`src/rtl/kdsl_pkg.sv`:
```
`timescale 1ns / 1ps

package kdsl_pkg;

   // one-hot key codes and the long press flag
   localparam logic [3:0] CODE_NONE  = 4'h0;
   localparam logic [3:0] CODE_POWER = 4'h1;
   localparam logic [3:0] CODE_MODE  = 4'h2;
   localparam logic [3:0] CODE_DEC   = 4'h4;
   localparam logic [3:0] CODE_ADD   = 4'h8;
   localparam logic [7:0] LONG_FLAG  = 8'h80;

   // hold count saturates here
   localparam logic [15:0] COUNT_MAX = 16'hFFFF;

   // configuration register indexes and reset values
   localparam int unsigned CSR_INDEX_W = 1;
   localparam logic [CSR_INDEX_W-1:0] CSR_SHORT_HOLD = 1'b0;
   localparam logic [CSR_INDEX_W-1:0] CSR_LONG_HOLD  = 1'b1;
   localparam logic [15:0] SHORT_HOLD_RESET = 16'd40;
   localparam logic [15:0] LONG_HOLD_RESET  = 16'd800;

   typedef enum logic [2:0] {
      PH_IDLE   = 3'd0,
      PH_DEB    = 3'd1,
      PH_TIME   = 3'd2,
      PH_REPORT = 3'd3,
      PH_WAIT   = 3'd4
   } phase_type;

   typedef struct packed {
      logic power_key_down;
      logic mode_key_down;
      logic dec_key_down;
      logic add_key_down;
      logic powered_up;
      logic interrupt_level;
   } item_type;

   typedef struct packed {
      logic       disable_touch;
      logic [7:0] key_code;
   } result_type;

endpackage

```
`src/rtl/kdsl_fsm.sv`:
```
`timescale 1ns / 1ps

module kdsl_fsm (
   input  logic                 clock,
   input  logic                 reset,
   input  logic                 accept,
   input  kdsl_pkg::item_type   item,
   input  logic [15:0]          short_hold_ticks,
   input  logic [15:0]          long_hold_ticks,
   output kdsl_pkg::result_type result
);
   import kdsl_pkg::*;

   phase_type   phase_ff, phase_in;
   logic [3:0]  held_key_ff, held_key_in;
   logic [15:0] hold_count_ff, hold_count_in;
   logic [7:0]  pending_code_ff, pending_code_in;

   logic [3:0]  sample;
   logic [15:0] count_inc;
   logic        same_key;
   logic        deb_done;
   logic        long_done;

   // priority: power, mode, dec, add
   always_comb begin
      if (item.power_key_down)     sample = CODE_POWER;
      else if (item.mode_key_down) sample = CODE_MODE;
      else if (item.dec_key_down)  sample = CODE_DEC;
      else if (item.add_key_down)  sample = CODE_ADD;
      else                         sample = CODE_NONE;
   end

   assign count_inc = (hold_count_ff == COUNT_MAX) ? hold_count_ff : hold_count_ff + 16'd1;
   assign same_key  = (sample == held_key_ff);
   assign deb_done  = (count_inc > short_hold_ticks);
   assign long_done = (count_inc > long_hold_ticks) && item.powered_up;

   // next phase
   always_comb begin
      phase_in = phase_ff;
      case (phase_ff)
         PH_IDLE: begin
            if (sample != CODE_NONE) phase_in = PH_DEB;
         end
         PH_DEB: begin
            if (!same_key)     phase_in = PH_IDLE;
            else if (deb_done) phase_in = PH_TIME;
         end
         PH_TIME: begin
            if (same_key) begin
               if (long_done) phase_in = PH_REPORT;
            end else if (sample == CODE_NONE) begin
               phase_in = PH_REPORT;
            end
         end
         PH_REPORT: phase_in = PH_WAIT;
         PH_WAIT: begin
            if (sample == CODE_NONE) phase_in = PH_IDLE;
         end
         default: phase_in = PH_IDLE;
      endcase
   end

   // counters, pending code and the result of this beat
   always_comb begin
      held_key_in     = held_key_ff;
      hold_count_in   = hold_count_ff;
      pending_code_in = pending_code_ff;
      result          = '0;
      case (phase_ff)
         PH_IDLE: begin
            if (sample != CODE_NONE) begin
               held_key_in   = sample;
               hold_count_in = '0;
            end
         end
         PH_DEB: begin
            if (same_key) begin
               if (deb_done) begin
                  hold_count_in   = '0;
                  pending_code_in = {4'b0000, held_key_ff};
               end else begin
                  hold_count_in = count_inc;
               end
            end else begin
               hold_count_in = '0;
            end
         end
         PH_TIME: begin
            if (same_key) begin
               if (long_done) begin
                  hold_count_in   = '0;
                  pending_code_in = pending_code_ff | LONG_FLAG;
               end else begin
                  hold_count_in = count_inc;
               end
            end else if (sample == CODE_NONE) begin
               pending_code_in = {4'b0000, held_key_ff};
            end
         end
         PH_REPORT: begin
            result.key_code      = pending_code_ff;
            result.disable_touch = !item.interrupt_level;
         end
         PH_WAIT: ;
         default: ;
      endcase
   end

   always_ff @(posedge clock) begin
      if (reset) begin
         phase_ff        <= PH_IDLE;
         held_key_ff     <= '0;
         hold_count_ff   <= '0;
         pending_code_ff <= '0;
      end else if (accept) begin
         phase_ff        <= phase_in;
         held_key_ff     <= held_key_in;
         hold_count_ff   <= hold_count_in;
         pending_code_ff <= pending_code_in;
      end
   end

   a_code_only_on_report : assert property (@(posedge clock) disable iff (reset)
      (accept && phase_ff != PH_REPORT) |-> result.key_code == 8'h00)
      else $error("key code outside report beat");

   a_touch_needs_code : assert property (@(posedge clock) disable iff (reset)
      (accept && result.disable_touch) |-> result.key_code != 8'h00)
      else $error("touch disabled without a key code");

   a_report_then_wait : assert property (@(posedge clock) disable iff (reset)
      (accept && phase_ff == PH_REPORT) |=> phase_ff == PH_WAIT)
      else $error("report not followed by wait");

   a_held_onehot : assert property (@(posedge clock) disable iff (reset)
      $onehot0(held_key_ff))
      else $error("tracked key not one-hot");

endmodule

```
`src/rtl/kdsl_rsp_reg.sv`:
```
`timescale 1ns / 1ps

module kdsl_rsp_reg (
   input  logic                 clock,
   input  logic                 reset,
   input  logic                 load,
   input  kdsl_pkg::result_type load_data,
   input  logic                 rsp_tready,
   output logic                 rsp_tvalid,
   output kdsl_pkg::result_type rsp_data,
   output logic                 free
);
   import kdsl_pkg::*;

   logic       valid_ff, valid_in;
   result_type data_ff;

   // slot is free when empty or drained this cycle
   assign free     = !valid_ff || rsp_tready;
   assign valid_in = load || (valid_ff && !rsp_tready);

   always_ff @(posedge clock) begin
      if (reset) begin
         valid_ff <= 1'b0;
      end else begin
         valid_ff <= valid_in;
      end
   end

   always_ff @(posedge clock) begin
      if (load) begin
         data_ff <= load_data;
      end
   end

   assign rsp_tvalid = valid_ff;
   assign rsp_data   = data_ff;

endmodule

```
`src/rtl/key_debounce_short_long_press.sv`:
```
`timescale 1ns / 1ps

// channel   direction  handshake              payload
// req       in         req_tvalid/req_tready  tdata[5:0] key levels, powered_up, irq
// rsp       out        rsp_tvalid/rsp_tready  tdata[8:0] key_code, disable_touch
// csr       in         csr_valid/csr_ready    csr_index, csr_data (hold thresholds)
//
// one result beat per request beat, registered through the result register
// a new request beat is taken every cycle while the result register is empty or draining
// a stall on rsp holds req_tready low once the result register is full
// reset (synchronous, active high) returns to idle, thresholds to 40 and 800 ticks
// csr writes are always ready and take effect on the next request beat

module key_debounce_short_long_press (
   input  logic                              clock,
   input  logic                              reset,
   // request: [0] power_key_down, [1] mode_key_down, [2] dec_key_down,
   // [3] add_key_down, [4] powered_up, [5] interrupt_level, [7:6] zero
   input  logic                              req_tvalid,
   output logic                              req_tready,
   input  logic [7:0]                        req_tdata,
   // response: [7:0] key_code, [8] disable_touch, [15:9] zero
   output logic                              rsp_tvalid,
   input  logic                              rsp_tready,
   output logic [15:0]                       rsp_tdata,
   // configuration write channel
   input  logic                              csr_valid,
   output logic                              csr_ready,
   input  logic [kdsl_pkg::CSR_INDEX_W-1:0] csr_index,
   input  logic [15:0]                       csr_data
);
   import kdsl_pkg::*;

   logic [15:0] short_hold_ff;
   logic [15:0] long_hold_ff;
   logic        csr_write;
   logic        req_accept;
   logic        slot_free;
   item_type    item;
   result_type  step_result;
   result_type  rsp_data;

   // thresholds; the user is to write them only between items, the block itself does not enforce it
   assign csr_ready = 1'b1;
   assign csr_write = csr_valid && csr_ready;

   always_ff @(posedge clock) begin
      if (reset) begin
         short_hold_ff <= SHORT_HOLD_RESET;
         long_hold_ff  <= LONG_HOLD_RESET;
      end else if (csr_write) begin
         case (csr_index)
            CSR_SHORT_HOLD: short_hold_ff <= csr_data;
            CSR_LONG_HOLD:  long_hold_ff  <= csr_data;
            default: ;
         endcase
      end
   end

   // unpack the request beat
   assign item.power_key_down  = req_tdata[0];
   assign item.mode_key_down   = req_tdata[1];
   assign item.dec_key_down    = req_tdata[2];
   assign item.add_key_down    = req_tdata[3];
   assign item.powered_up      = req_tdata[4];
   assign item.interrupt_level = req_tdata[5];

   // take a beat whenever the result register can hold its answer
   assign req_tready = slot_free;
   assign req_accept = req_tvalid && req_tready;

   kdsl_fsm u_fsm (
      .clock            (clock),
      .reset            (reset),
      .accept           (req_accept),
      .item             (item),
      .short_hold_ticks (short_hold_ff),
      .long_hold_ticks  (long_hold_ff),
      .result           (step_result)
   );

   kdsl_rsp_reg u_rsp_reg (
      .clock      (clock),
      .reset      (reset),
      .load       (req_accept),
      .load_data  (step_result),
      .rsp_tready (rsp_tready),
      .rsp_tvalid (rsp_tvalid),
      .rsp_data   (rsp_data),
      .free       (slot_free)
   );

   assign rsp_tdata = {7'b0000000, rsp_data.disable_touch, rsp_data.key_code};

endmodule
```
`config.mk`:
```
export PLATFORM = sky130hd
export DESIGN_NAME = key_debounce_short_long_press
export DESIGN_NICKNAME = d
export VERILOG_FILES = /design/src/rtl/kdsl_pkg.sv /design/src/rtl/kdsl_fsm.sv /design/src/rtl/kdsl_rsp_reg.sv /design/src/rtl/key_debounce_short_long_press.sv
export SDC_FILE = /design/constraint.sdc
export NUM_CORES = 1
export LEC_CHECK = 0
export BUFFER_PORTS_ARGS = -buffer_cell sky130_fd_sc_hd__buf_4
export CAP_MARGIN = 10
export CORE_MARGIN = 5
export CORE_UTILIZATION = 45
export CTS_CLUSTER_DIAMETER = 120
export DETAILED_ROUTE_END_ITERATION = 7
export GPL_TIMING_DRIVEN = 0
export PLACE_DENSITY = 0.61
export SLEW_MARGIN = 20
export SYNTH_ARGS = -nofsm -noshare
export SYNTH_HDL_FRONTEND = slang
export SYNTH_SLANG_ARGS = --single-unit
```
`constraint.sdc`:
```
create_clock -name clock -period 8.9 [get_ports clock]
set_input_delay 1.335 -clock clock [delete_from_list [all_inputs] [get_ports clock]]
set_output_delay 1.335 -clock clock [all_outputs]
set_load 0.1 [all_outputs]
```
==> impl_metrics.tcl, run 1 <==
set metrics [dict create \
    status "completed" \
    vias 3799 \
    crit_family "simple AND/OR/NAND/NOR gates" \
    die_width_um 106 \
    yosysSeqAreaShare_pct 33.9 \
    syn_inst 520 \
    cp_max_fo 10 \
    drv_cap 0 \
    hp-class "flop to flop" \
    peakVddDrop_mv 0.110 \
    post-dp-hpwl_um 8010 \
    nNetsFinal 636 \
    avgViaCountPerCell 5.50 \
    clock_skew_ps 11.3 \
    synth-edff-count 6 \
    slowest_delay_ps 650 \
    final_cells 691 \
    area.growth.synth_to_final_pct 16.5 \
    io-pin-count 49 \
    synth_compound_area_share_pct 19.0 \
    setup_viol_count_final 0 \
    pwr-share-comb_pct 16.8 \
    synthMuxAreaShare_pct 1.75 \
    antenna_left 0 \
    overflow 0 \
    p_leak_nw 1.98 \
    cts-htree-levels 3 \
    regArea_sq_um 1400 \
    slew_viol_final 0 \
    synth_seq_cells 67 \
    place.gp.congestion 0.866 \
    ys_types 61 \
    numCtsBuffers 9 \
    power.share.switching_pct 29.6 \
    clock_power_share_pct 41.8 \
    initial_utilization_pct 45.4 \
    cts_resized 0 \
    synth_top_family_by_area "simple AND/OR/NAND/NOR gates" \
    routedWlPerCell_um 15.3 \
    ys.flop_type "dfxtp_1" \
    synth_area_per_cell_sq_um 7.96 \
    cts_tree "done" \
    synth-simple-area-share_pct 24.3 \
    worstPathRequired_ps 9130 \
    clockBufferDepth 2 \
    p_sw_mw 0.230 \
    final_common_cell "nand2_1" \
    cts.sinks 67 \
    coreArea_sq_um 9110 \
    cp-start-kind "flop" \
    grt_pass1_vias 3496 \
    clk_pin_slew_ps 80 \
    layout_common_cells "nand2_1, dfxtp_1, a21oi_1" \
    ys.warnings.count 0 \
    holdBufCountCts 0 \
    cp_data_arrival_time_ps 5140 \
    fin_crit_sh_pct 55.2 \
    max_freq_mhz 203 \
    insertion_delay_ps 370 \
    p_seq_share_pct 41.4 \
    max_slew_margin_pct 53.4 \
    drtPass1Iterations 5 \
    finalHoldViolations 0 \
    crit_path_top_delay_cell "or4b_1" \
    hold_slack_ps 457 \
    fillers 909 \
    wirelength_um 10600 \
    p_per_area_nw_per_um2 161 \
    rsz0062_at_grt "no" \
    postCtsSetupBuffers 0 \
    initialDrtViolationCount 182 \
    place_inst 675 \
    synth_xor_area_share_pct 4.02 \
    worst_slew_pin_slew_ps 690 \
    numPortBuffers 35 \
    synthArstFlopShare_pct 0 \
    min_period_ps 4910 \
    intPower_mw 0.548 \
    drive_gt1_share_pct 14.5 \
    cp_cell_sequence "ha_1 > nand3_1 > nor4b_4 > buf_4 > or4b_1 > o21ai_0 > nand2_1 > ha_1 > nand4_1 > nor4_1 > o21ai_0 > o211ai_2 > a21oi_2 > o211ai_2 > o211ai_1" \
    cp-end-kind "flop" \
    multi_input_area_sq_um 2460 \
    criticalPathCategory "flop to flop" \
    die_y_um 106 \
    grt_pass1_wl_um 16900 \
    antenna_cells 0 \
    grt_usage_pct 19.0 \
    cts_root_buf "clkbuf_8" \
    placementRows 35 \
    synthAdderAreaFrac_pct 9.37 \
    final.setup.tns_ps 0 \
    synth_area_sq_um 4140 \
    critical_path_buf_inv_count 1 \
    antenna_found_initial 0 \
    drc 0 \
    die_area_sq_um 11200 \
    grt_max_degree 13 \
]
power groups by stage:
stage          clock network [mW]  logic, mW  registers (mW)
2_1_floorplan                   0     0.0847           0.339
3_3_place_gp                    0      0.128           0.329
3_5_place_dp                    0      0.130           0.330
4_1_cts                     0.328      0.130           0.323
5_1_grt                     0.343      0.140           0.324
6_report                    0.325      0.130           0.322
through the flow:
stage	utilization (%)	worst slack (ps)	instance area (sq um)	power, mW
floorplan	-	4860	4170	0.423
global placement	50.2	4080	4570	0.457
detailed placement	50.2	4090	4570	0.459
CTS	52.9	4030	4820	0.781
global route	52.9	3570	4820	0.808
finish	52.9	3990	4820	0.778
registers in the layout, indices dropped and copies added (netlist names):
signal / count
u_fsm.held_key_ff: 4
u_fsm.hold_count_ff: 16
short_hold_ff: 16
long_hold_ff: 16
u_rsp_reg.rsp_data: 6
u_fsm.phase_ff: 3
u_rsp_reg.rsp_tvalid: 1
u_fsm.pending_code_ff: 5
worst paths after layout:
kind | startpoint | endpoint | slack (ps) | cells past startpoint
worst max-delay path | u_fsm.hold_count_ff[1] | u_fsm.hold_count_ff[0] | 3990 | 15
worst max register to register | u_fsm.hold_count_ff[1] | u_fsm.hold_count_ff[0] | 3990 | 15
worst min-delay path | short_hold_ff[1] | short_hold_ff[1] | 460 | 2
worst min register to register | short_hold_ff[1] | short_hold_ff[1] | 460 | 2
layer usage:
metal	track usage [%]	share of wire, %	wire length, um	vias up
li1	-	-	-	1924
met1	24.6	47	4950	1762
met2	30.5	47	4950	92
met3	4.25	4.7	499	21
met4	7.86	1.8	190	0
met5	0	0	0	-
worst min-delay path: cells and delay by family (launching register included):
| family | cells | cell delay (ps) |
|---|---|---|
| AO/OA/AOI/OAI | 1 | 50 |
| AND/OR/NAND/NOR | 1 | 50 |
| flip-flops | 1 | 310 |
logic make-up (layout without fill, tap and decap cells):
logic type / count (synthesis) / in the layout
flip-flops: 67 / 67
buffers and inverters: 69 / 120
other: 2 / 11
XOR/XNOR: 19 / 19
AND/OR/NAND/NOR: 205 / 205
adder cells (fa/ha/maj): 31 / 31
AO/OA/AOI/OAI: 120 / 120
multiplexers: 7 / 7
cell usage after synthesis (all sizes together) (11+ instances only):
| master | number | area share [%] |
|---|---|---|
| nand2 | 106 | 9.6 |
| nand3 | 18 | 2.3 |
| o211ai | 14 | 2.9 |
| dfxtp | 61 | 30 |
| xnor2 | 15 | 3.2 |
| a21oi | 53 | 6.6 |
| nand4 | 11 | 1.8 |
| o21ai | 20 | 2.4 |
| nor2 | 21 | 1.9 |
| inv | 36 | 3.3 |
| ha | 31 | 9.4 |
| buf | 22 | 3.3 |
cell type report:
cell class,instances,share of cell area (%)
Multi-Input combinational cell,393,51.0
Sequential cell,67,29.1
Timing Repair Buffer,35,5.45
Buffer,32,3.58
Inverter,37,2.88
Tap cell,111,2.88
Clock buffer,10,2.85
Clock inverter,6,2.28
Note: power is estimated with default switching activity, not from simulation.
==> inputs of run 2 (changes only) <==
--- a/config.mk
+++ b/config.mk
@@ -5,6 +5,7 @@
 export SDC_FILE = /design/constraint.sdc
 export NUM_CORES = 1
 export LEC_CHECK = 0
+export ABC_AREA = 1
 export BUFFER_PORTS_ARGS = -buffer_cell sky130_fd_sc_hd__buf_4
 export CAP_MARGIN = 10
 export CORE_MARGIN = 5
@@ -12,7 +13,7 @@
 export CTS_CLUSTER_DIAMETER = 120
 export DETAILED_ROUTE_END_ITERATION = 7
 export GPL_TIMING_DRIVEN = 0
-export PLACE_DENSITY = 0.61
+export PLACE_DENSITY = 0.62
 export SLEW_MARGIN = 20
 export SYNTH_ARGS = -nofsm -noshare
 export SYNTH_HDL_FRONTEND = slang
==> constraint.sdc (replaced) <==
create_clock -name clock -period 4.9 [get_ports clock]
set_input_delay 0.735 -clock clock [delete_from_list [all_inputs] [get_ports clock]]
set_output_delay 0.735 -clock clock [all_outputs]
set_load 0.1 [all_outputs]
==> run 2 against run 1 <==
  * Cell count grew 1.0%
  * Core utilization grew 1.3 points
  * Fmax increased by 37%
  * Non-clock buffer count fell by 9
  * Highest routed layer unchanged
  * Largest power group is now registers
  * Count of clock-buffer cells in the layout unchanged
  * Critical path type unchanged
  * Clock power grew 59%
  * Combinational power increased by 140%
  * Critical endpoint is now u_fsm.hold_count_ff[14]
  * Wire length down 15%
==> impl_metrics.tcl, run 2 <==
set metrics [dict create \
    area.growth.synth_to_final_pct 16.5 \
    yosysSeqAreaShare_pct 36.2 \
    insertion_delay_ps 350 \
    slowest_delay_ps 360 \
    place_inst 682 \
    layout_common_cells "nand2_1, inv_1, a21oi_1" \
    drtPass1Iterations 4 \
    coreArea_sq_um 8300 \
    synth_common_cells "nand2_1, inv_1, a21oi_1, dfxtp_1, nor2_1" \
    path_common_cell "nor2_1" \
    fillers 843 \
    syn_inst 534 \
    grt_pass1_wl_um 14700 \
    cts.sinks 67 \
    worstPathRequired_ps 5170 \
    worstReg2RegStart "u_fsm.hold_count_ff[0]" \
    regArea_sq_um 1400 \
    ys.warnings.count 0 \
    worst_slew_pin_slew_ps 565 \
    power.total_mw 1.44 \
    ys.flop_type "dfxtp_1" \
    drc 0 \
    numCtsBuffers 9 \
    cp_data_arrival_time_ps 3860 \
    initialDrtViolationCount 130 \
    clock_skew_ps 10.2 \
    antenna_found_initial 0 \
    regToRegSetupSlack_ps 1320 \
    p_per_area_nw_per_um2 319 \
    post-dp-hpwl_um 6920 \
    reg.largest.list "long_hold_ff x16, short_hold_ff x16, u_fsm.hold_count_ff x16" \
    clockBufferDepth 2 \
    grt_pass1_vias 3238 \
    status "completed" \
    crit_path_top_delay_cell "dfxtp_1" \
    critical_path_buf_inv_count 1 \
    antenna_cells 0 \
    min_period_ps 3580 \
    synth-edff-count 6 \
    setup_viol_count_final 0 \
    cp-end-kind "flop" \
    die_width_um 103 \
    holdBufCountCts 0 \
    cts-htree-levels 3 \
    cts_tree "done" \
    io-pin-count 49 \
    synth_area_sq_um 3870 \
    hp-class "flop to flop" \
    cp-start-kind "flop" \
    final_cells 698 \
    synth_area_per_cell_sq_um 7.24 \
    nNetsFinal 649 \
    grt_usage_pct 18.0 \
    crit_start "u_fsm.hold_count_ff[0]" \
    yosysTopAreaCell "dfxtp_1" \
    clk_pin_slew_ps 80 \
    drv_cap 0 \
    initial_utilization_pct 46.6 \
    max_slew_margin_pct 62.3 \
    synth_area_leaders "dfxtp_1, ha_1, a21oi_1" \
    max_freq_mhz 279 \
    routedWlPerCell_um 12.9 \
    criticalPathCategory "flop to flop" \
    overflow 0 \
    cts_root_buf "clkbuf_8" \
    avgViaCountPerCell 4.91 \
    place.gp.congestion 0.834 \
    synthArstFlopShare_pct 0 \
    rsz0062_at_grt "no" \
    slew_viol_final 0 \
    die_y_um 103 \
    ys_types 32 \
    placementRows 33 \
    yosys.cell_count.top_type "nand2_1" \
    hp-start "long_hold_ff[4]" \
    final_common_cell "nand2_1" \
    hold_slack_ps 466 \
    postCtsSetupBuffers 0 \
    drive_gt1_share_pct 14.7 \
    multi_input_area_sq_um 2070 \
    wirelength_um 9010 \
    numPortBuffers 34 \
    final.setup.tns_ps 0 \
    synth_seq_cells 67 \
    crit_family "simple AND/OR/NAND/NOR gates" \
    antenna_left 0 \
    grt_max_degree 13 \
    peakVddDrop_mv 0.254 \
    netlist.area_leader.share_pct 31.6 \
    die_area_sq_um 10500 \
    fin_crit_sh_pct 73.1 \
    finalHoldViolations 0 \
    cp_max_fo 10 \
    cts_resized 0 \
    vias 3425 \
    p_leak_nw 2.03 \
]
run 2: changes by cell type in the layout (fill, tap and decap cells not counted), sizes merged, moves of 8 or more:
cell / change
a211oi: -8
a21oi: +15
and3: -9
buf: -9
inv: +36
nand3: +11
nand4: -8
nor2: +44
o21ai: +19
xnor2: -12
run 2: power breakdown:
part	leakage, nW	internal [mW]	switching (mW)
Sequential	0.561	0.589	0.0160
Clock	0.103	0.288	0.230
Combinational	1.37	0.0939	0.220
run 2: layout make-up:
type	instances	area share, %
multi-input combinational	378	45.9
sequential	67	31.1
inverter	74	6.17
timing repair buffer	34	5.67
buffer	24	3.39
tap	105	2.92
clock buffer	10	2.83
clock inverter	6	1.97
run 2: kinds of logic after synthesis:
logic type / synth area share, %
and+or+nand+nor: 23.4
adders and majority gates: 10.0
other: 0.194
buffers and inverters: 11.1
DFF: 36.2
xor gates and xnor gates: 2.95
AOI/OAI and AO/OA: 16.1
run 2: per-stage QoR:
stage               instance area (sq um)  worst slack, ps  util, %
floorplan                            3900             1860        -
global placement                     4290             1340     51.7
finish                               4500             1320     54.3
detailed placement                   4290             1310     51.7
global route                         4500              843     54.3
CTS                                  4500             1270     54.3
run 2: worst paths after layout:
| path | endpoint | depth (start not counted) |
|---|---|---|
| max reg2reg | u_fsm.hold_count_ff[14] | 25 |
| min reg2reg | long_hold_ff[4] | 2 |
| max | u_fsm.hold_count_ff[14] | 25 |
| min | long_hold_ff[4] | 2 |
run 2: worst reg2reg max path: cells and delay by family (launching register included):
kind                     cells  cell delay (ps)
flip-flops                   1              360
AO/OA/AOI/OAI                1              140
adder cells (fa/ha/maj)      2              440
AND/OR/NAND/NOR             20             2100
XOR/XNOR                     1              310
buffers and inverters        1              140
run 2: routing by layer:
metal	wire length [um]	global-route usage (%)	share of wire, %	up-vias
li1	-	-	-	1825
met3	425	3.45	4.7	13
met2	4390	31.5	49	62
met1	4020	21.6	45	1525
met4	172	6.96	1.9	0
met5	0	0	0	-
